### src/rtl/sha_pkg.sv
package sha_pkg;

	localparam int CMD_DEPTH = 4;
	localparam int MSG_W     = 61;

	typedef enum logic [1:0] {
		CMD_APPEND   = 2'd0,
		CMD_FINISH   = 2'd1,
		CMD_OVERFLOW = 2'd2
	} cmd_kind_t;

	localparam logic OP_APPEND = 1'b0;
	localparam logic OP_FINISH = 1'b1;

	localparam logic STATUS_OK       = 1'b0;
	localparam logic STATUS_OVERFLOW = 1'b1;

	typedef struct packed {
		logic       op;
		logic [7:0] data_byte;
	} in_t;

	typedef struct packed {
		logic [31:0] digest_word;
		logic [2:0]  word_index;
		logic        last_word;
		logic        status;
	} out_t;

	typedef struct packed {
		cmd_kind_t  kind;
		logic [7:0] data_byte;
	} cmd_t;

	localparam logic [31:0] IV [8] = '{
		32'h6a09e667, 32'hbb67ae85, 32'h3c6ef372, 32'ha54ff53a,
		32'h510e527f, 32'h9b05688c, 32'h1f83d9ab, 32'h5be0cd19
	};

	localparam logic [31:0] KROUND [64] = '{
		32'h428a2f98, 32'h71374491, 32'hb5c0fbcf, 32'he9b5dba5,
		32'h3956c25b, 32'h59f111f1, 32'h923f82a4, 32'hab1c5ed5,
		32'hd807aa98, 32'h12835b01, 32'h243185be, 32'h550c7dc3,
		32'h72be5d74, 32'h80deb1fe, 32'h9bdc06a7, 32'hc19bf174,
		32'he49b69c1, 32'hefbe4786, 32'h0fc19dc6, 32'h240ca1cc,
		32'h2de92c6f, 32'h4a7484aa, 32'h5cb0a9dc, 32'h76f988da,
		32'h983e5152, 32'ha831c66d, 32'hb00327c8, 32'hbf597fc7,
		32'hc6e00bf3, 32'hd5a79147, 32'h06ca6351, 32'h14292967,
		32'h27b70a85, 32'h2e1b2138, 32'h4d2c6dfc, 32'h53380d13,
		32'h650a7354, 32'h766a0abb, 32'h81c2c92e, 32'h92722c85,
		32'ha2bfe8a1, 32'ha81a664b, 32'hc24b8b70, 32'hc76c51a3,
		32'hd192e819, 32'hd6990624, 32'hf40e3585, 32'h106aa070,
		32'h19a4c116, 32'h1e376c08, 32'h2748774c, 32'h34b0bcb5,
		32'h391c0cb3, 32'h4ed8aa4a, 32'h5b9cca4f, 32'h682e6ff3,
		32'h748f82ee, 32'h78a5636f, 32'h84c87814, 32'h8cc70208,
		32'h90befffa, 32'ha4506ceb, 32'hbef9a3f7, 32'hc67178f2
	};

endpackage

### src/rtl/sha_front.sv
module sha_front (
	input  logic          clk,
	input  logic          arst_n,
	input  logic          push,
	output logic          full,
	input  sha_pkg::in_t  item,
	input  logic          q_full,
	output logic          q_wr,
	output sha_pkg::cmd_t q_cmd
);

	logic [sha_pkg::MSG_W-1:0] count_q;
	logic                      at_limit;

	assign full     = q_full;
	assign q_wr     = push && !q_full;
	assign at_limit = &count_q;

	always_comb begin
		q_cmd.data_byte = item.data_byte;
		if (item.op == sha_pkg::OP_FINISH) begin
			q_cmd.kind = sha_pkg::CMD_FINISH;
		end else if (at_limit) begin
			q_cmd.kind = sha_pkg::CMD_OVERFLOW;
		end else begin
			q_cmd.kind = sha_pkg::CMD_APPEND;
		end
	end

	always_ff @(posedge clk or negedge arst_n) begin
		if (!arst_n) begin
			count_q <= '0;
		end else if (q_wr) begin
			if (item.op == sha_pkg::OP_FINISH) begin
				count_q <= '0;
			end else if (!at_limit) begin
				count_q <= count_q + 1'b1;
			end
		end
	end

endmodule

### src/rtl/sha_cmdq.sv
module sha_cmdq #(
	parameter int Depth = sha_pkg::CMD_DEPTH
) (
	input  logic          clk,
	input  logic          arst_n,
	input  logic          wr,
	input  sha_pkg::cmd_t wr_cmd,
	output logic          q_full,
	output logic          rd_valid,
	input  logic          rd,
	output sha_pkg::cmd_t rd_cmd
);

	localparam int AW = (Depth > 1) ? $clog2(Depth) : 1;

	sha_pkg::cmd_t mem_q [Depth];
	logic [AW-1:0] wp_q, rp_q;
	logic [AW:0]   cnt_q;
	logic          do_wr, do_rd;

	assign q_full   = (cnt_q == (AW+1)'(Depth));
	assign rd_valid = (cnt_q != '0);
	assign rd_cmd   = mem_q[rp_q];
	assign do_wr    = wr && !q_full;
	assign do_rd    = rd && rd_valid;

	always_ff @(posedge clk) begin
		if (do_wr) begin
			mem_q[wp_q] <= wr_cmd;
		end
	end

	always_ff @(posedge clk or negedge arst_n) begin
		if (!arst_n) begin
			wp_q  <= '0;
			rp_q  <= '0;
			cnt_q <= '0;
		end else begin
			if (do_wr) begin
				wp_q <= (wp_q == AW'(Depth-1)) ? '0 : wp_q + 1'b1;
			end
			if (do_rd) begin
				rp_q <= (rp_q == AW'(Depth-1)) ? '0 : rp_q + 1'b1;
			end
			if (do_wr && !do_rd) begin
				cnt_q <= cnt_q + 1'b1;
			end else if (do_rd && !do_wr) begin
				cnt_q <= cnt_q - 1'b1;
			end
		end
	end

endmodule

### src/rtl/sha_back.sv
module sha_back (
	input  logic          clk,
	input  logic          arst_n,
	input  logic          cq_valid,
	input  sha_pkg::cmd_t cq_cmd,
	output logic          cq_rd,
	output logic          empty,
	input  logic          pop,
	output sha_pkg::out_t result
);

	typedef enum logic [2:0] {
		ST_IDLE, ST_PAD, ST_LEN, ST_COMP, ST_FF, ST_OUT
	} state_t;

	function automatic logic [31:0] rotr(input logic [31:0] v, input int n);
		rotr = (v >> n) | (v << (32 - n));
	endfunction

	state_t      state_q, ret_q;
	logic [5:0]  cnt_q;
	logic [5:0]  rnd_q;
	logic [2:0]  idx_q;
	logic        first_q;
	logic        ovalid_q;
	logic [sha_pkg::MSG_W-1:0] msg_q;
	logic [63:0] len_q;
	logic [31:0] h_q [8];
	logic [31:0] v_q [8];
	logic [31:0] win_q [16];
	logic [23:0] word_q;
	sha_pkg::out_t out_q;

	logic        push_en, out_free, load_stat;
	logic [7:0]  pb;
	logic [31:0] t1, t2, wnew, s0, s1;

	assign out_free = !ovalid_q || pop;
	assign empty    = !ovalid_q;
	assign result   = out_q;

	always_comb begin
		push_en   = 1'b0;
		pb        = 8'h00;
		cq_rd     = 1'b0;
		load_stat = 1'b0;
		unique case (state_q)
			ST_IDLE: begin
				if (cq_valid) begin
					unique case (cq_cmd.kind)
						sha_pkg::CMD_APPEND: begin
							push_en = 1'b1;
							pb      = cq_cmd.data_byte;
							cq_rd   = 1'b1;
						end
						sha_pkg::CMD_FINISH: cq_rd = 1'b1;
						sha_pkg::CMD_OVERFLOW: begin
							load_stat = out_free;
							cq_rd     = out_free;
						end
						default: cq_rd = 1'b1;
					endcase
				end
			end
			ST_PAD: begin
				if (first_q || cnt_q != 6'd56) begin
					push_en = 1'b1;
					pb      = first_q ? 8'h80 : 8'h00;
				end
			end
			ST_LEN: begin
				push_en = 1'b1;
				pb      = len_q[63:56];
			end
			default: ;
		endcase
	end

	// round datapath; window tap 0 is the current schedule word
	always_comb begin
		s1   = rotr(win_q[14], 17) ^ rotr(win_q[14], 19) ^ (win_q[14] >> 10);
		s0   = rotr(win_q[1], 7) ^ rotr(win_q[1], 18) ^ (win_q[1] >> 3);
		wnew = s1 + win_q[9] + s0 + win_q[0];
		t1   = v_q[7] + (rotr(v_q[4], 6) ^ rotr(v_q[4], 11) ^ rotr(v_q[4], 25))
		     + ((v_q[4] & v_q[5]) ^ (~v_q[4] & v_q[6])) + sha_pkg::KROUND[rnd_q]
		     + win_q[0];
		t2   = (rotr(v_q[0], 2) ^ rotr(v_q[0], 13) ^ rotr(v_q[0], 22))
		     + ((v_q[0] & v_q[1]) ^ (v_q[0] & v_q[2]) ^ (v_q[1] & v_q[2]));
	end

	always_ff @(posedge clk) begin
		if (push_en) begin
			word_q <= {word_q[15:0], pb};
			if (cnt_q[1:0] == 2'd3) begin
				for (int i = 0; i < 15; i++) win_q[i] <= win_q[i+1];
				win_q[15] <= {word_q, pb};
			end
			if (cnt_q == 6'd63) begin
				for (int i = 0; i < 8; i++) v_q[i] <= h_q[i];
			end
		end
		if (state_q == ST_COMP) begin
			for (int i = 0; i < 15; i++) win_q[i] <= win_q[i+1];
			win_q[15] <= wnew;
			v_q[7] <= v_q[6];
			v_q[6] <= v_q[5];
			v_q[5] <= v_q[4];
			v_q[4] <= v_q[3] + t1;
			v_q[3] <= v_q[2];
			v_q[2] <= v_q[1];
			v_q[1] <= v_q[0];
			v_q[0] <= t1 + t2;
		end
		if (state_q == ST_IDLE && cq_valid && cq_cmd.kind == sha_pkg::CMD_FINISH) begin
			len_q <= {msg_q, 3'b000};
		end else if (state_q == ST_LEN) begin
			len_q <= {len_q[55:0], 8'h00};
		end
		if (load_stat) begin
			out_q.digest_word <= '0;
			out_q.word_index  <= '0;
			out_q.last_word   <= 1'b1;
			out_q.status      <= sha_pkg::STATUS_OVERFLOW;
		end else if (state_q == ST_OUT && out_free) begin
			out_q.digest_word <= h_q[idx_q];
			out_q.word_index  <= idx_q;
			out_q.last_word   <= (idx_q == 3'd7);
			out_q.status      <= sha_pkg::STATUS_OK;
		end
	end

	always_ff @(posedge clk or negedge arst_n) begin
		if (!arst_n) begin
			state_q  <= ST_IDLE;
			ret_q    <= ST_IDLE;
			cnt_q    <= '0;
			rnd_q    <= '0;
			idx_q    <= '0;
			first_q  <= 1'b0;
			ovalid_q <= 1'b0;
			msg_q    <= '0;
			for (int i = 0; i < 8; i++) h_q[i] <= sha_pkg::IV[i];
		end else begin
			if (load_stat || (state_q == ST_OUT && out_free)) begin
				ovalid_q <= 1'b1;
			end else if (pop) begin
				ovalid_q <= 1'b0;
			end
			if (push_en) begin
				cnt_q   <= cnt_q + 1'b1;
				first_q <= 1'b0;
				if (state_q == ST_IDLE) begin
					msg_q <= msg_q + 1'b1;
				end
				if (cnt_q == 6'd63) begin
					rnd_q   <= '0;
					ret_q   <= (state_q == ST_LEN) ? ST_OUT : state_q;
					state_q <= ST_COMP;
				end else if (state_q == ST_LEN && cnt_q == 6'd62) begin
					state_q <= ST_LEN;
				end
			end
			unique case (state_q)
				ST_IDLE: begin
					if (cq_valid && cq_cmd.kind == sha_pkg::CMD_FINISH) begin
						first_q <= 1'b1;
						msg_q   <= '0;
						state_q <= ST_PAD;
					end
				end
				ST_PAD: begin
					if (!first_q && cnt_q == 6'd56) begin
						state_q <= ST_LEN;
					end
				end
				ST_LEN: ;
				ST_COMP: begin
					rnd_q <= rnd_q + 1'b1;
					if (rnd_q == 6'd63) begin
						state_q <= ST_FF;
					end
				end
				ST_FF: begin
					for (int i = 0; i < 8; i++) h_q[i] <= h_q[i] + v_q[i];
					idx_q   <= '0;
					state_q <= ret_q;
				end
				ST_OUT: begin
					if (out_free) begin
						idx_q <= idx_q + 1'b1;
						if (idx_q == 3'd7) begin
							for (int i = 0; i < 8; i++) h_q[i] <= sha_pkg::IV[i];
							state_q <= ST_IDLE;
						end
					end
				end
				default: state_q <= ST_IDLE;
			endcase
		end
	end

endmodule

### src/rtl/sha256_stream_hasher_core.sv
// Append: the back end takes one byte per cycle while idle; every 64th byte starts
// a compression (64 rounds on one round unit, then the feed-forward add).
// Finish: 9 to 72 pad and length bytes at one per cycle, one or two compressions,
// then eight digest beats, one per cycle while pop keeps up.
// The front queue takes one byte per cycle until full while the back compresses.
// Reset loads the initial hash and clears counts and queues; no clearing pass.
module sha256_stream_hasher_core #(
	parameter int CmdDepth = sha_pkg::CMD_DEPTH
) (
	input  logic          clk,
	input  logic          arst_n,
	input  logic          push,
	output logic          full,
	input  sha_pkg::in_t  item,
	output logic          empty,
	input  logic          pop,
	output sha_pkg::out_t result
);

	logic          q_full, q_wr, rd_valid, rd;
	sha_pkg::cmd_t wr_cmd, rd_cmd;

	sha_front u_front (
		.clk    (clk),
		.arst_n (arst_n),
		.push   (push),
		.full   (full),
		.item   (item),
		.q_full (q_full),
		.q_wr   (q_wr),
		.q_cmd  (wr_cmd)
	);

	sha_cmdq #(.Depth(CmdDepth)) u_cmdq (
		.clk      (clk),
		.arst_n   (arst_n),
		.wr       (q_wr),
		.wr_cmd   (wr_cmd),
		.q_full   (q_full),
		.rd_valid (rd_valid),
		.rd       (rd),
		.rd_cmd   (rd_cmd)
	);

	sha_back u_back (
		.clk      (clk),
		.arst_n   (arst_n),
		.cq_valid (rd_valid),
		.cq_cmd   (rd_cmd),
		.cq_rd    (rd),
		.empty    (empty),
		.pop      (pop),
		.result   (result)
	);

endmodule

### config.mk
export PLATFORM = sky130hd
export DESIGN_NAME = sha256_stream_hasher_core
export DESIGN_NICKNAME = d
export VERILOG_FILES = /design/src/rtl/sha_pkg.sv /design/src/rtl/sha_front.sv /design/src/rtl/sha_cmdq.sv /design/src/rtl/sha_back.sv /design/src/rtl/sha256_stream_hasher_core.sv
export SDC_FILE = /design/constraint.sdc
export NUM_CORES = 2
export LEC_CHECK = 0
export BUFFER_PORTS_ARGS = -buffer_cell sky130_fd_sc_hd__buf_2
export CORE_ASPECT_RATIO = 0.6
export CORE_UTILIZATION = 58
export DETAILED_ROUTE_END_ITERATION = 12
export PLACE_DENSITY = 0.73
export REMOVE_ABC_BUFFERS = 1
export SLEW_MARGIN = 20
export SYNTH_ARGS = -nofsm -noshare
export SYNTH_HDL_FRONTEND = slang
export SYNTH_SLANG_ARGS = --single-unit
export TNS_END_PERCENT = 5
### constraint.sdc
create_clock -name clk -period 15.27 [get_ports clk]
set_input_delay 0.7635 -clock clk [delete_from_list [all_inputs] [get_ports clk]]
set_output_delay 0.7635 -clock clk [all_outputs]
set_load 0.02 [all_outputs]
; Yosys cells after proc, flatten, opt, wreduce, memory -nomap -nowiden
; Memory sizes are Yosys's and may differ from the RTL's.
; Cells that the tools add are included.
[totals]
register_bits = 530
ramBits = 808
mem_bits_ro = 2048
output_inout_bits = 39
wordCells = 257
memories = 4
[mem_list]
columns = memory, depth, word_bits, rd, rd_ports_with_merged_regs, write_ports, line
row1 = (no name shown), 64, 32, 1, 0, 0, sha_back.sv:85  ; + ((v_q[4] & v_q[5]) ^ (~v_q[4] & v_q[6])) + sha_pkg::KROUND[rnd_q]
row2 = u_back.win_q, 16, 32, 16, 0, 16, sha_back.sv:30  ; logic [31:0] win_q [16];
row3 = u_back.v_q, 8, 32, 8, 0, 8, sha_back.sv:29  ; logic [31:0] v_q [8];
row4 = u_cmdq.mem_q, 4, 10, 1, 0, 1, sha_cmdq.sv:16  ; sha_pkg::cmd_t mem_q [Depth];
[op_classes]
n_addsub = 27
order_cmp = 2
n_eq_ne = 20
mux = 91
bitwise = 53
reduce_logical = 34
[ops]
columns = cell, n
row1 = 2-to-1 mux 32 bit, 28
row2 = adder 32 bit, 18
row3 = 2-to-1 mux 256 bit, 2
row4 = case mux 256 bit (2 select lines), 1
row5 = 2-to-1 mux 61 bit, 6
row6 = XOR 32 bit, 9
row7 = bitwise AND 32 bit, 5
row8 = 2-to-1 mux 64 bit, 2
row9 = adder 61 x 1 -> 61 bit (second input constant), 2
row10 = binary-select mux 32 bit (select 3 bit), 1
row11 = AND reduction 61 bit, 1
row12 = 2-to-1 mux 3 bit, 12
row13 = 2-to-1 mux 8 bit, 4
row14 = inverter 32 bit, 1
row15 = OR 10 x 32 -> 32 bit, 1
row16 = OR 13 x 32 -> 32 bit, 1
row17 = OR 14 x 32 -> 32 bit, 1
row18 = OR 15 x 32 -> 32 bit, 1
row19 = OR 19 x 32 -> 32 bit, 1
row20 = OR 21 x 32 -> 32 bit, 1
row21 = OR 25 x 32 -> 32 bit, 1
row22 = OR 26 x 32 -> 32 bit, 1
row23 = OR 30 x 32 -> 32 bit, 1
row24 = OR 7 x 32 -> 32 bit, 1
row25 = other kinds (36), 125

; Depth between registers and ports, before layout
; An unclocked memory read counts as a cell.
[depth]
depth_word = 10
mapped_depth = 39

; Hierarchy
; From an unflattened synthesis, not the netlist that was laid out.
[hier_totals]
hier_cells = 7415
hier_area_um2 = 79298.6
[modules_own_cells]
columns = module, n_inst, cells_each, area_each_um2
row1 = sha_back, 1, 6847, 73465.5
row2 = sha_front, 1, 479, 3935.0
row3 = sha_cmdq, 1, 89, 1898.1

; Worst setup path before layout
; No wires, ideal clock.
[synth_timing]
path_type = reg-to-reg
from = reg u_cmdq.rp_q[0]
to = mem u_back.win_q[0][0], enable pin
setup_time_ns = 0.901
arrival_time_ns = 13.293
required_time_ns = 14.369
setup_slack_ns = 1.076
path_stages_with_launch = 9
path_buffers = 2
cell_sequence = dfrtp_1 -> mux4_2 -> nor4_4 -> nand2_4 -> o21ai_2 -> nand2_1 -> clkbuf_1 -> clkbuf_1 -> nand2_1
[synth_rtl]
columns = element, line
row1 = from (decl), sha_cmdq.sv:17  ; logic [AW-1:0] wp_q, rp_q;
row2 = from (signal assigned), sha_cmdq.sv:43  ; rp_q <= (rp_q == AW'(Depth-1)) ? '0 : rp_q + 1'b1;
row3 = to (decl), sha_back.sv:30

==> impl_metrics.tcl <==
set metrics [dict create \
    status "complete, but fails checks" \
    violations "DRC, slew limit" \
    crit_slowest_cell "ha_1" \
    clk_pin_slew_worst_paths_ps 60 \
    arrival_ps 11950 \
    post-place-cells 8951 \
    cts_buffer_depth 3 \
    die_h_um 287 \
    area_delta_synth_final_pct 7.95 \
    min_period_over_period_pct 74.1 \
    hold_viol_final 0 \
    htree_levels 4 \
    wirelength_mm 242 \
    grt_pass1_vias 53500 \
    grt_first_pass_wirelength_mm 355 \
    rr_worst_depth 31 \
    crit_fanout 16 \
    antenna_left 0 \
    dpl.hpwl_mm 178 \
    tightest_slew_ps 1510 \
    ctsRootBufferMaster "clkbuf_16" \
    grt_start_max_net_pins 191 \
    holdCritPathClass "in2async" \
    die_x_um 478 \
    crit_required_ps 15910 \
    yosysWarnings 0 \
    min_period_ps 11310 \
    tns_ps 0 \
    drc 8 \
    drv_slew 40 \
    ctsResizeCount 0 \
    wire_per_inst_um 26.3 \
    yosys_most_used_dff "edfxtp_1" \
    path_class "reg2reg" \
    viasPerCell 6.38 \
    grt_setup_unrepaired "false" \
    cp-end-kind "flop" \
    holdBufCountCts 0 \
    place_congestion 1.03 \
    cts_sinks 1338 \
    critPathMaxStageDelay_ps 860 \
    grt_overflow 0 \
    dieArea_um2 137000 \
    vias 58600 \
    cts-buffers-inserted 131 \
    synth_seq_area_share_pct 48.1 \
    synthCells 7341 \
    fin_skew_ps 42.6 \
    start_util_pct 58.6 \
    ys_ff_latch 1338 \
    first_iter_violations 8291 \
    mostFrequentLayoutCells "nand2_1, edfxtp_1, a21oi_1" \
    r2r_setup_slack_ps 3960 \
    num_rows 104 \
    r2r-end "u_back.v_q[0][31]" \
    rr_startpoint "u_back.rnd_q[1]" \
    fin_hold_ws_ps 41.6 \
    fin_nets 7897 \
    ioPinCount 52 \
    design.core.area_um2 134000 \
    async_reset_ff_share_pct 30.5 \
    layout_commonest_cell "nand2_1" \
    syn_area_per_cell_um2 10.7 \
    synth_edf_count 893 \
    syn-cell-area_um2 78800 \
    maxCapViolCount 0 \
    slew_headroom_pct -0.920 \
    clkLatencyLatePin_ps 800 \
    grt_use_total_pct 35.0 \
    synth_cell_types 101 \
    instances_no_fill 9193 \
    drive_gt1_share_pct 9.05 \
    port_buffers 51 \
    cts_tree "yes" \
    antenna_found_initial 6 \
    cts_setup_buffers 0 \
    nFillCells 10500 \
    fmax_ghz 0.0884 \
    drt_pass1_iterations 10 \
    start_kind "flop" \
    setup_viol 0 \
    critPathLaunch "u_back.rnd_q[1]" \
]
## registers in the layout, indices dropped and copies added, names as in the netlist, 3 cells and up
name	flops
u_back.cnt_q	6
u_back.h_q	256
u_back.idx_q	3
u_back.len_q	61
u_back.msg_q	61
u_back.result	37
u_back.ret_q	3
u_back.rnd_q	6
u_back.state_q	3
u_back.v_q	256
u_back.win_q	512
u_back.word_q	24
u_cmdq.cnt_q	3
u_cmdq.mem_q	40
u_front.count_q	61
## per-stage QoR
step | setup WS (ps) | instance area, µm² | util [%]
final | 3960 | 85100 | 63.3
after global routing | 3540 | 85100 | 63.3
after CTS | 4430 | 85100 | 63.3
after detailed placement | 4450 | 80800 | 60.1
after global placement | 4530 | 80800 | 60.1
after floorplan | -9430 | 77600 | -
## cell usage after synthesis (81+ instances only)
library cell / n / share of area (%)
nand2_1: 1060 / 5.0
edfxtp_1: 893 / 34
a21oi_1: 512 / 3.3
nor2_1: 504 / 2.4
o21ai_0: 449 / 2.9
ha_1: 406 / 6.4
xnor2_1: 393 / 4.4
inv_1: 310 / 1.5
clkbuf_1: 277 / 1.3
dfrtp_1: 272 / 8.6
xor2_1: 268 / 3.0
fa_1: 196 / 5.0
a21o_1: 159 / 1.5
dfstp_2: 136 / 4.5
nand3_1: 118 / 0.75
nor3_1: 86 / 0.55
mux4_2: 83 / 2.4
a211oi_1: 81 / 0.77
## area by class of cell
type	count	area, µm²	area share (%)
Sequential cell	1338	38000	44.6
Tap cell	1802	2250	2.65
Clock buffer	174	3560	4.19
Clock inverter	67	679	0.799
Multi-Input combinational cell	5371	38500	45.3
Inverter	313	1170	1.38
Timing Repair Buffer	127	886	1.04
Antenna cell	1	2.50	0.00294
## routing by layer
layer	up-vias	track usage, %	part of all wire [%]
met1	29000	57.4	47
li1	26100	-	-
met2	3259	42.1	36
met3	269	13.9	15
met5	-	0	0
met4	0	6.38	1.5
## kinds of logic after synthesis
| logic type | after synthesis | synth area share, % |
|---|---|---|
| xor gates and xnor gates | 662 | 7.38 |
| and+or+nand+nor | 2216 | 12.6 |
| DFF | 1338 | 48.1 |
| adders and majority gates | 628 | 11.8 |
| buffers and inverters | 632 | 3.03 |
| AOI/OAI and AO/OA | 1645 | 12.8 |
| muxes | 220 | 4.21 |
## worst max path at each step
stage / to / depth (start not counted) / slack, ps
final: u_back.v_q[0][31] / 31 / 3960
after global routing: u_back.v_q[0][31] / 31 / 3540
after CTS: u_back.v_q[0][31] / 31 / 4430
after detailed placement: u_back.v_q[0][31] / 31 / 4450
after global placement: u_back.v_q[0][31] / 33 / 4530
after floorplan: u_back.win_q[0][0] / 3 / -9430
## critical path, delay by kind of cell (launching register included)
kind                       cells  cell delay [ps]
AOI/OAI and AO/OA             12             4080
muxes                          1              580
adders and majority gates      7             3470
xor gates and xnor gates       1              330
DFF                            1              790
buffers and inverters          5              800
and+or+nand+nor                5             1120
Power is left out: the tool's default activity adds up to more than one toggle a clock period on the data nets, which glitch-free logic cannot reach.
